**src/rtl/arpc_pkg.sv**
```systemverilog
// Shared types, constants and codes of the ARP cache table.
package arpc_pkg;

  localparam int TableDepth = 16;
  localparam int IntfCount  = 16;

  localparam int ModeW   = 3;
  localparam int IpW     = 32;
  localparam int MacW    = 48;
  localparam int IntfW   = 4;
  localparam int StatusW = 3;

  typedef enum logic [ModeW-1:0] {
    MODE_LOOKUP  = 3'd0,
    MODE_ADD     = 3'd1,
    MODE_ADD_UNR = 3'd2,
    MODE_RESOLVE = 3'd3,
    MODE_DELETE  = 3'd4,
    MODE_CLEAR   = 3'd5
  } mode_e;

  typedef enum logic [StatusW-1:0] {
    ST_OK        = 3'd0,
    ST_NOT_FOUND = 3'd1,
    ST_PRESENT   = 3'd2,
    ST_RESOLVED  = 3'd3,
    ST_FULL      = 3'd4
  } status_e;

  typedef enum logic [2:0] {
    OP_NONE,
    OP_INSERT,
    OP_REMOVE,
    OP_UPD_MAC,
    OP_RESOLVE,
    OP_CLEAR
  } cell_op_e;

  typedef struct packed {
    logic             valid;
    logic [IpW-1:0]   ip;
    logic [MacW-1:0]  mac;
    logic [IntfW-1:0] intf;
    logic             resolved;
  } entry_t;

  // Command broadcast to every cell of the row.
  typedef struct packed {
    cell_op_e         op;
    logic             cmp_en;
    logic [IpW-1:0]   key;
    logic [MacW-1:0]  mac;
    logic [IntfW-1:0] intf;
    logic             resolved;
  } cell_cmd_t;

endpackage

```
**src/rtl/arpc_cell.sv**
```systemverilog
// One slot of the ARP cache: stores an entry, compares it and moves it along the row.
module arpc_cell (
  input  logic               clk_i,
  input  logic               rst_ni,
  input  arpc_pkg::cell_cmd_t cmd_i,
  input  arpc_pkg::entry_t   prev_i,
  input  arpc_pkg::entry_t   next_i,
  input  logic               seen_i,
  output logic               seen_o,
  output logic               first_o,
  output arpc_pkg::entry_t   entry_o
);

  logic             valid_q, valid_d;
  logic             match_q, match_d;
  arpc_pkg::entry_t data_q, data_d;

  // A match is the first one when no cell nearer the front matched.
  assign first_o = match_q & ~seen_i;
  assign seen_o  = match_q | seen_i;

  always_comb begin
    entry_o       = data_q;
    entry_o.valid = valid_q;
  end

  always_comb begin
    match_d = match_q;
    if (cmd_i.cmp_en) begin
      match_d = valid_q && (data_q.ip == cmd_i.key);
    end
  end

  always_comb begin
    valid_d = valid_q;
    data_d  = data_q;
    case (cmd_i.op)
      arpc_pkg::OP_INSERT: begin
        valid_d = prev_i.valid;
        data_d  = prev_i;
      end
      arpc_pkg::OP_REMOVE: begin
        if (seen_o) begin
          valid_d = next_i.valid;
          data_d  = next_i;
        end
      end
      arpc_pkg::OP_UPD_MAC: begin
        if (first_o) begin
          data_d.mac = cmd_i.mac;
        end
      end
      arpc_pkg::OP_RESOLVE: begin
        if (first_o) begin
          data_d.mac      = cmd_i.mac;
          data_d.intf     = cmd_i.intf;
          data_d.resolved = 1'b1;
        end
      end
      arpc_pkg::OP_CLEAR: begin
        valid_d = 1'b0;
      end
      default: begin
      end
    endcase
  end

  always_ff @(posedge clk_i or negedge rst_ni) begin
    if (!rst_ni) begin
      valid_q <= 1'b0;
      match_q <= 1'b0;
    end else begin
      valid_q <= valid_d;
      match_q <= match_d;
    end
  end

  always_ff @(posedge clk_i) begin
    data_q <= data_d;
  end

endmodule

```
**src/rtl/arp_cache_table.sv**
```systemverilog
// ARP cache table top level: request control and a row of entry cells.
//
// Input channel (in_valid_i/in_ready_o) carries one request word: a mode,
// an IPv4 key, a MAC, an interface index and a resolved flag. Output channel
// (out_valid_o/out_ready_i) returns exactly one result word per request:
// status, found flag and the fields of the first matching entry as they
// stood before the request.
// Each request runs in steps: the accepted word is registered, every
// cell compares its IP against the key and registers a match bit, and in the
// execute state the first match is picked by a chain through the cells, the
// update is applied to the row and the result is loaded into the output
// register once that register is free or being emptied. A new word is not
// accepted until the previous request has loaded its result.
// Entries are held newest first; an insert shifts the whole row one cell
// back, a delete shifts the cells behind the match one cell forward.
// Reset invalidates every entry at once. While the receiver stalls, the
// result waits in the output register; the next word is still accepted and
// compared, and its update waits until the held result is taken.
module arp_cache_table (
  input  logic                           clk_i,
  input  logic                           rst_ni,
  input  logic                           in_valid_i,
  output logic                           in_ready_o,
  input  logic [arpc_pkg::ModeW-1:0]     mode_i,
  input  logic [arpc_pkg::IpW-1:0]       ip_key_i,
  input  logic [arpc_pkg::MacW-1:0]      mac_in_i,
  input  logic [arpc_pkg::IntfW-1:0]     intf_in_i,
  input  logic                           resolved_in_i,
  output logic                           out_valid_o,
  input  logic                           out_ready_i,
  output logic [arpc_pkg::StatusW-1:0]   status_o,
  output logic                           found_o,
  output logic [arpc_pkg::MacW-1:0]      mac_out_o,
  output logic [arpc_pkg::IntfW-1:0]     intf_out_o,
  output logic                           resolved_out_o
);

  localparam int Depth = arpc_pkg::TableDepth;

  typedef enum logic [1:0] {
    S_IDLE,
    S_CMP,
    S_EXEC
  } state_e;

  state_e                         state_q;
  logic [arpc_pkg::ModeW-1:0]     mode_q;
  logic [arpc_pkg::IpW-1:0]       ip_q;
  logic [arpc_pkg::MacW-1:0]      mac_q;
  logic [arpc_pkg::IntfW-1:0]     intf_q;
  logic                           res_q;
  logic [arpc_pkg::IntfW-1:0]     intf_sat;

  logic                           out_valid_q;
  logic [arpc_pkg::StatusW-1:0]   status_q;
  logic                           found_q;
  logic [arpc_pkg::MacW-1:0]      mac_out_q;
  logic [arpc_pkg::IntfW-1:0]     intf_out_q;
  logic                           res_out_q;

  arpc_pkg::cell_cmd_t            cmd;
  arpc_pkg::entry_t               entries [Depth];
  arpc_pkg::entry_t               prev_in [Depth];
  arpc_pkg::entry_t               next_in [Depth];
  logic [Depth:0]                 seen;
  logic [Depth-1:0]               first_vec;
  logic [Depth-1:0]               valid_vec;

  arpc_pkg::entry_t               hit_entry;
  logic                           hit_any;
  logic                           fire;
  logic                           search_en;
  arpc_pkg::cell_op_e             op_sel;
  arpc_pkg::status_e              status_sel;
  logic                           found_sel;
  logic                           full;

  assign in_ready_o     = (state_q == S_IDLE);
  assign out_valid_o    = out_valid_q;
  assign status_o       = status_q;
  assign found_o        = found_q;
  assign mac_out_o      = mac_out_q;
  assign intf_out_o     = intf_out_q;
  assign resolved_out_o = res_out_q;

  always_comb begin
    intf_sat = intf_in_i;
    if (32'(intf_in_i) >= arpc_pkg::IntfCount) begin
      intf_sat = arpc_pkg::IntfW'(arpc_pkg::IntfCount - 1);
    end
  end

  // Modes above delete never search the table.
  assign search_en = (mode_q <= arpc_pkg::ModeW'(arpc_pkg::MODE_DELETE));
  assign fire      = (state_q == S_EXEC) && (!out_valid_q || out_ready_i);

  always_comb begin
    hit_entry = '0;
    for (int i = 0; i < Depth; i++) begin
      hit_entry = hit_entry | (first_vec[i] ? entries[i] : '0);
    end
    hit_any = |first_vec;
    full    = valid_vec[Depth-1];
  end

  always_comb begin
    op_sel     = arpc_pkg::OP_NONE;
    status_sel = arpc_pkg::ST_OK;
    found_sel  = hit_any;
    case (mode_q)
      arpc_pkg::MODE_LOOKUP: begin
        status_sel = hit_any ? arpc_pkg::ST_OK : arpc_pkg::ST_NOT_FOUND;
      end
      arpc_pkg::MODE_ADD: begin
        if (hit_any && (hit_entry.intf == intf_q)) begin
          op_sel = arpc_pkg::OP_UPD_MAC;
        end else if (full) begin
          status_sel = arpc_pkg::ST_FULL;
        end else begin
          op_sel = arpc_pkg::OP_INSERT;
        end
      end
      arpc_pkg::MODE_ADD_UNR: begin
        if (hit_any) begin
          status_sel = arpc_pkg::ST_PRESENT;
        end else if (full) begin
          status_sel = arpc_pkg::ST_FULL;
        end else begin
          op_sel = arpc_pkg::OP_INSERT;
        end
      end
      arpc_pkg::MODE_RESOLVE: begin
        if (!hit_any) begin
          status_sel = arpc_pkg::ST_NOT_FOUND;
        end else if (hit_entry.resolved) begin
          status_sel = arpc_pkg::ST_RESOLVED;
        end else begin
          op_sel = arpc_pkg::OP_RESOLVE;
        end
      end
      arpc_pkg::MODE_DELETE: begin
        if (!hit_any) begin
          status_sel = arpc_pkg::ST_NOT_FOUND;
        end else begin
          op_sel = arpc_pkg::OP_REMOVE;
        end
      end
      arpc_pkg::MODE_CLEAR: begin
        op_sel    = arpc_pkg::OP_CLEAR;
        found_sel = 1'b0;
      end
      default: begin
        found_sel = 1'b0;
      end
    endcase
  end

  always_comb begin
    cmd.op       = fire ? op_sel : arpc_pkg::OP_NONE;
    cmd.cmp_en   = (state_q == S_CMP);
    cmd.key      = ip_q;
    cmd.mac      = mac_q;
    cmd.intf     = intf_q;
    cmd.resolved = res_q;
  end

  // The newest entry enters at the front; an unresolved add stores zeros.
  always_comb begin
    prev_in[0]       = '0;
    prev_in[0].valid = 1'b1;
    prev_in[0].ip    = ip_q;
    if (mode_q == arpc_pkg::ModeW'(arpc_pkg::MODE_ADD)) begin
      prev_in[0].mac      = mac_q;
      prev_in[0].intf     = intf_q;
      prev_in[0].resolved = res_q;
    end
    for (int i = 1; i < Depth; i++) begin
      prev_in[i] = entries[i-1];
    end
    for (int i = 0; i < Depth - 1; i++) begin
      next_in[i] = entries[i+1];
    end
    next_in[Depth-1] = '0;
  end

  assign seen[0] = 1'b0;

  for (genvar g = 0; g < Depth; g++) begin : g_cell
    logic cell_first;
    arpc_cell u_cell (
      .clk_i   (clk_i),
      .rst_ni  (rst_ni),
      .cmd_i   (cmd),
      .prev_i  (prev_in[g]),
      .next_i  (next_in[g]),
      .seen_i  (seen[g]),
      .seen_o  (seen[g+1]),
      .first_o (cell_first),
      .entry_o (entries[g])
    );
    assign first_vec[g] = cell_first & search_en;
    assign valid_vec[g] = entries[g].valid;
  end

  always_ff @(posedge clk_i or negedge rst_ni) begin
    if (!rst_ni) begin
      state_q     <= S_IDLE;
      out_valid_q <= 1'b0;
      mode_q      <= '0;
      ip_q        <= '0;
      mac_q       <= '0;
      intf_q      <= '0;
      res_q       <= 1'b0;
      status_q    <= '0;
      found_q     <= 1'b0;
      mac_out_q   <= '0;
      intf_out_q  <= '0;
      res_out_q   <= 1'b0;
    end else begin
      // A new result loaded at this edge takes the place of the one leaving.
      if (out_valid_q && out_ready_i && !fire) begin
        out_valid_q <= 1'b0;
      end
      case (state_q)
        S_IDLE: begin
          if (in_valid_i) begin
            mode_q  <= mode_i;
            ip_q    <= ip_key_i;
            mac_q   <= mac_in_i;
            intf_q  <= intf_sat;
            res_q   <= resolved_in_i;
            state_q <= S_CMP;
          end
        end
        S_CMP: begin
          state_q <= S_EXEC;
        end
        S_EXEC: begin
          if (fire) begin
            out_valid_q <= 1'b1;
            status_q    <= status_sel;
            found_q     <= found_sel;
            mac_out_q   <= found_sel ? hit_entry.mac : '0;
            intf_out_q  <= found_sel ? hit_entry.intf : '0;
            res_out_q   <= found_sel ? hit_entry.resolved : 1'b0;
            state_q     <= S_IDLE;
          end
        end
        default: begin
          state_q <= S_IDLE;
        end
      endcase
    end
  end

  a_accept_to_cmp : assert property (@(posedge clk_i) disable iff (!rst_ni)
    in_valid_i && in_ready_o |=> state_q == S_CMP)
    else $error("accepted word did not start a compare");

  a_first_onehot : assert property (@(posedge clk_i) disable iff (!rst_ni)
    $onehot0(first_vec))
    else $error("more than one first match");

  a_valid_packed : assert property (@(posedge clk_i) disable iff (!rst_ni)
    ((valid_vec + Depth'(1)) & valid_vec) == '0)
    else $error("valid entries are not packed at the front");

  a_result_from_exec : assert property (@(posedge clk_i) disable iff (!rst_ni)
    $rose(out_valid_q) |-> $past(state_q) == S_EXEC)
    else $error("result appeared outside the execute cycle");

endmodule

```
**config.mk**
```make
export PLATFORM = sky130hd
export DESIGN_NAME = arp_cache_table
export DESIGN_NICKNAME = d
export VERILOG_FILES = /design/src/rtl/arpc_pkg.sv /design/src/rtl/arpc_cell.sv /design/src/rtl/arp_cache_table.sv
export SDC_FILE = /design/constraint.sdc
export NUM_CORES = 2
export LEC_CHECK = 0
export BUFFER_PORTS_ARGS = -buffer_cell sky130_fd_sc_hd__buf_2
export CAP_MARGIN = 20
export CORE_MARGIN = 8
export CORE_UTILIZATION = 60
export DETAILED_ROUTE_END_ITERATION = 10
export PLACE_DENSITY = 0.77
export SYNTH_ARGS = -nofsm -noshare
export SYNTH_HDL_FRONTEND = slang
export SYNTH_SLANG_ARGS = --single-unit
```
**constraint.sdc**
```tcl
create_clock -name clk_i -period 15.9 [get_ports clk_i]
set_clock_uncertainty 0.2 [all_clocks]
set_input_delay 2.385 -clock clk_i [delete_from_list [all_inputs] [get_ports clk_i]]
set_output_delay 2.385 -clock clk_i [all_outputs]
set_load 0.005 [all_outputs]
```
==> flow_metrics.env <==
export IMPL_cts_resized=0
export IMPL_dpl_cell_area_um2=77000
export IMPL_num_io_pins=151
export IMPL_finalPower_uw=11200
export IMPL_place_hpwl_um=135000
export IMPL_post_route_util_pct=65.7
export IMPL_ir_drop_uv=157
export IMPL_cpMostUsedCell="buf_4"
export IMPL_die_y_um=371
export IMPL_cp_arrival_ns=7.11
export IMPL_syn2layout_area_growth_pct=8.90
export IMPL_die_w_um=371
export IMPL_fin_area_um2=82300
export IMPL_postRouteAntennaNets=0
export IMPL_worstSetupStartpointType="flip-flop"
export IMPL_finalSetupViolCount=0
export IMPL_synth_edf_count=1360
export IMPL_cts_sinks=1540
export IMPL_yosysSeqAreaShare_pct=60.0
export IMPL_grtUsageMet3_pct=8.37
export IMPL_hold_path_class="reg2reg"
export IMPL_maxSlewHeadroom_pct=15.4
export IMPL_hold_viol=0
export IMPL_htreeDepth=4
export IMPL_vias_per_cell=7.23
export IMPL_antenna_found_initial=9
export IMPL_first_pass_iters=11
export IMPL_cellPowerDensity_nw_per_um2=135
export IMPL_grt_remaining_overflow=0
export IMPL_drt_iter0_drc=10800
export IMPL_placement_io_buffers=150
export IMPL_ys_top_cells_by_area="edfxtp_1, a221o_1, nand2_1"
export IMPL_synth_seq_cells=1540
export IMPL_crit_family="simple AND/OR/NAND/NOR gates"
export IMPL_clock_latency_ns=0.82
export IMPL_wire_per_inst_um=29.6
export IMPL_row_count=130
export IMPL_crit_chain="or3_1, nor3_1, and2_4, a2111oi_2, xnor2_1, nor4_4, a21oi_4, buf_4, a21oi_1, nor2_4, buf_4"
export IMPL_drc=5
export IMPL_required_ns=16.11
export IMPL_holdBufCountCts=0
export IMPL_synth_flop_cell="edfxtp_1"
export IMPL_rsz0062_at_grt="false"
export IMPL_yosysTopAreaCell="edfxtp_1"
export IMPL_grt_pass1_vias=54600
export IMPL_grt_max_degree=256
export IMPL_mostFrequentLayoutCells="nand2_1, edfxtp_1, a221o_1, xor2_1, dfrtp_1"
export IMPL_grt_util_all_layers_pct=32.9
export IMPL_fin_crit_sh_pct=43.4
export IMPL_top_usage_layer="met2"
export IMPL_use_met2_pct=49.6
export IMPL_cts_buffers=158
export IMPL_use_met1_pct=45.1
export IMPL_period_minus_slack_ns=6.90
export IMPL_via_count=57200
export IMPL_drv_slew=0
export IMPL_rrSetupSlack_ns=9.00
export IMPL_cp_depth=11
export IMPL_failed_checks="DRC"
export IMPL_die_area_um2=138000
export IMPL_outcome="finished, violations left"
export IMPL_clock_root_buffer="clkbuf_16"
export IMPL_grt_pass1_wl_um=346000
export IMPL_yosys_warnings=0
export IMPL_endpoint="g_cell[3].u_cell.entry_o[13]"
export IMPL_post_cts_setup_buffer_count=0
export IMPL_tightest_slew_ns=1.25
export IMPL_syn_avg_cell_area_um2=12.1
export IMPL_path_clk_slew_ns=0.06
export IMPL_leakage_uw=0.0306
export IMPL_synth_fp_nets=6361
export IMPL_cts_tree="done"
export IMPL_ys_async_sr_fraction_pct=11.7
export IMPL_startpoint="g_cell[0].u_cell.match_q"
export IMPL_max_stage_delay_ns=0.98
export IMPL_final_common_cell="nand2_1"
export IMPL_worst_path_max_fanout=51
export IMPL_cp_end_kind="flip-flop"
export IMPL_fmax_ghz=0.145
export IMPL_synth_top_area_share_pct=54.0
export IMPL_nets=6223
export IMPL_gp_congestion=0.932
export IMPL_slowest_stage="and2_4"
export IMPL_layout_drive_gt1_share_pct=11.1
export IMPL_critPathKind="reg2reg"
export IMPL_reg2reg_from="g_cell[0].u_cell.match_q"
export IMPL_initial_utilization_pct=60.3
export IMPL_synth_cell_area_um2=75600
export IMPL_synth_cell_types=70
export IMPL_clockBufferDepth=3
export IMPL_r2r_end="g_cell[3].u_cell.entry_o[13]"
export IMPL_drt_total_wl_um=234000
export IMPL_rr_worst_depth=11
export IMPL_crit_buf_inv=2
export IMPL_core_area_um2=125000
export IMPL_synth_cells=6269
export IMPL_fin_tns_setup_ns=0
export IMPL_cap_violations=0
-- Yosys cell counts (3+ instances only) --
| library cell | n |
|---|---|
| nand4_1 | 88 |
| o22ai_1 | 13 |
| and2_1 | 41 |
| nand3b_1 | 6 |
| a222oi_1 | 97 |
| edfxtp_1 | 1360 |
| buf_1 | 28 |
| a21o_1 | 53 |
| o31a_1 | 3 |
| nand3_1 | 36 |
| or3_1 | 5 |
| xor2_1 | 360 |
| mux2i_1 | 11 |
| nor2_1 | 56 |
| buf_6 | 54 |
| a32oi_1 | 9 |
| nor3_1 | 31 |
| nor4_1 | 99 |
| nor2b_1 | 9 |
| mux2_2 | 85 |
| a221oi_1 | 28 |
| a31oi_1 | 7 |
| buf_2 | 91 |
| nand2b_1 | 6 |
| and2b_1 | 12 |
| a221o_1 | 730 |
| o2111ai_1 | 3 |
| a211oi_1 | 30 |
| inv_1 | 9 |
| a21oi_1 | 69 |
| nor2b_4 | 21 |
| dfrtp_1 | 180 |
| nand2_1 | 1649 |
| a22oi_1 | 150 |
| xnor2_1 | 156 |
| buf_4 | 22 |
| o21ai_0 | 54 |
| o221a_2 | 7 |
| clkbuf_1 | 370 |
| a22o_1 | 145 |
| nor2b_2 | 15 |
| and3_1 | 36 |
| o21ai_1 | 3 |
-- power by group --
part	leakage, uW	switching, uW	internal [uW]
combinational	0.0135	1340	731
clock	0.00250	1630	2110
sequential	0.0146	409	4940
total	0.0306	3380	7780
-- sequential cells by signal (all words and copies together), names as in the netlist, 2 cells and up --
signal	count
ip_q	32
mode_q	3
status_o	3
g_cell.u_cell.valid_q	16
mac_q	48
g_cell.u_cell.entry_o	1360
mac_out_o	48
intf_out_o	4
intf_q	4
g_cell.u_cell.match_q	16
state_q	2
-- cell families (layout without fill, tap and decap cells) --
group / Yosys count / count (layout) / synth area share, %
simple gates: 2127 / 2127 / 12.2
other cells: 0 / 2 / 0
xor+xnor: 516 / 516 / 5.98
buf+inv: 574 / 567 / 3.65
mux: 96 / 96 / 1.41
compound gates: 1416 / 1416 / 16.8
flops: 1540 / 1540 / 60.0
-- worst min path at each step --
stage,from,to,slack (ns),cells past startpoint
after global placement,mac_out_o[32],mac_out_o[32],0.28,1
after detailed placement,mac_out_o[4],mac_out_o[4],0.29,1
after CTS,mac_out_o[4],mac_out_o[4],0.30,1
after global routing,mac_out_o[10],mac_out_o[10],0.31,1
final,mac_out_o[31],mac_out_o[31],0.30,1
after floorplan,status_o[1],status_o[1],0.27,2
-- routing by layer --
metal / wire length, um / part of all wire (%)
met1: 84200 / 36
met3: 33100 / 14
met5: 26 / 0.011
met2: 104000 / 45
met4: 12100 / 5.2
-- layout make-up --
cell class / count / area (um^2)
timing repair buffer: 267 / 1870
clock inverter: 83 / 783
multi-input combinational: 4155 / 27900
antenna: 2 / 5.00
tap: 1650 / 2060
clock buffer: 208 / 4350
sequential: 1540 / 45300
fill: 9100 / 43100
inverter: 9 / 33.8
-- worst reg2reg max path, cell delays in order, from the launching register on --
cell and delay, ns:
dfrtp_1 0.60, or3_1 0.61, nor3_1 0.55, and2_4 0.98, a2111oi_2 0.28, xnor2_1 0.35
nor4_4 0.16, a21oi_4 0.66, buf_4 0.54, a21oi_1 0.22, nor2_4 0.50, buf_4 0.81
-- per-stage QoR --
stage | cells | hold slack, ns | setup WS [ns]
after floorplan | 6269 | 0.267 | 8.08
after global placement | 7612 | 0.282 | 8.82
after detailed placement | 7614 | 0.286 | 8.77
after CTS | 7905 | 0.303 | 9.16
after global routing | 7912 | 0.315 | 8.97
final | 7914 | 0.297 | 9.00
Note: power is estimated with default switching activity, not from simulation.
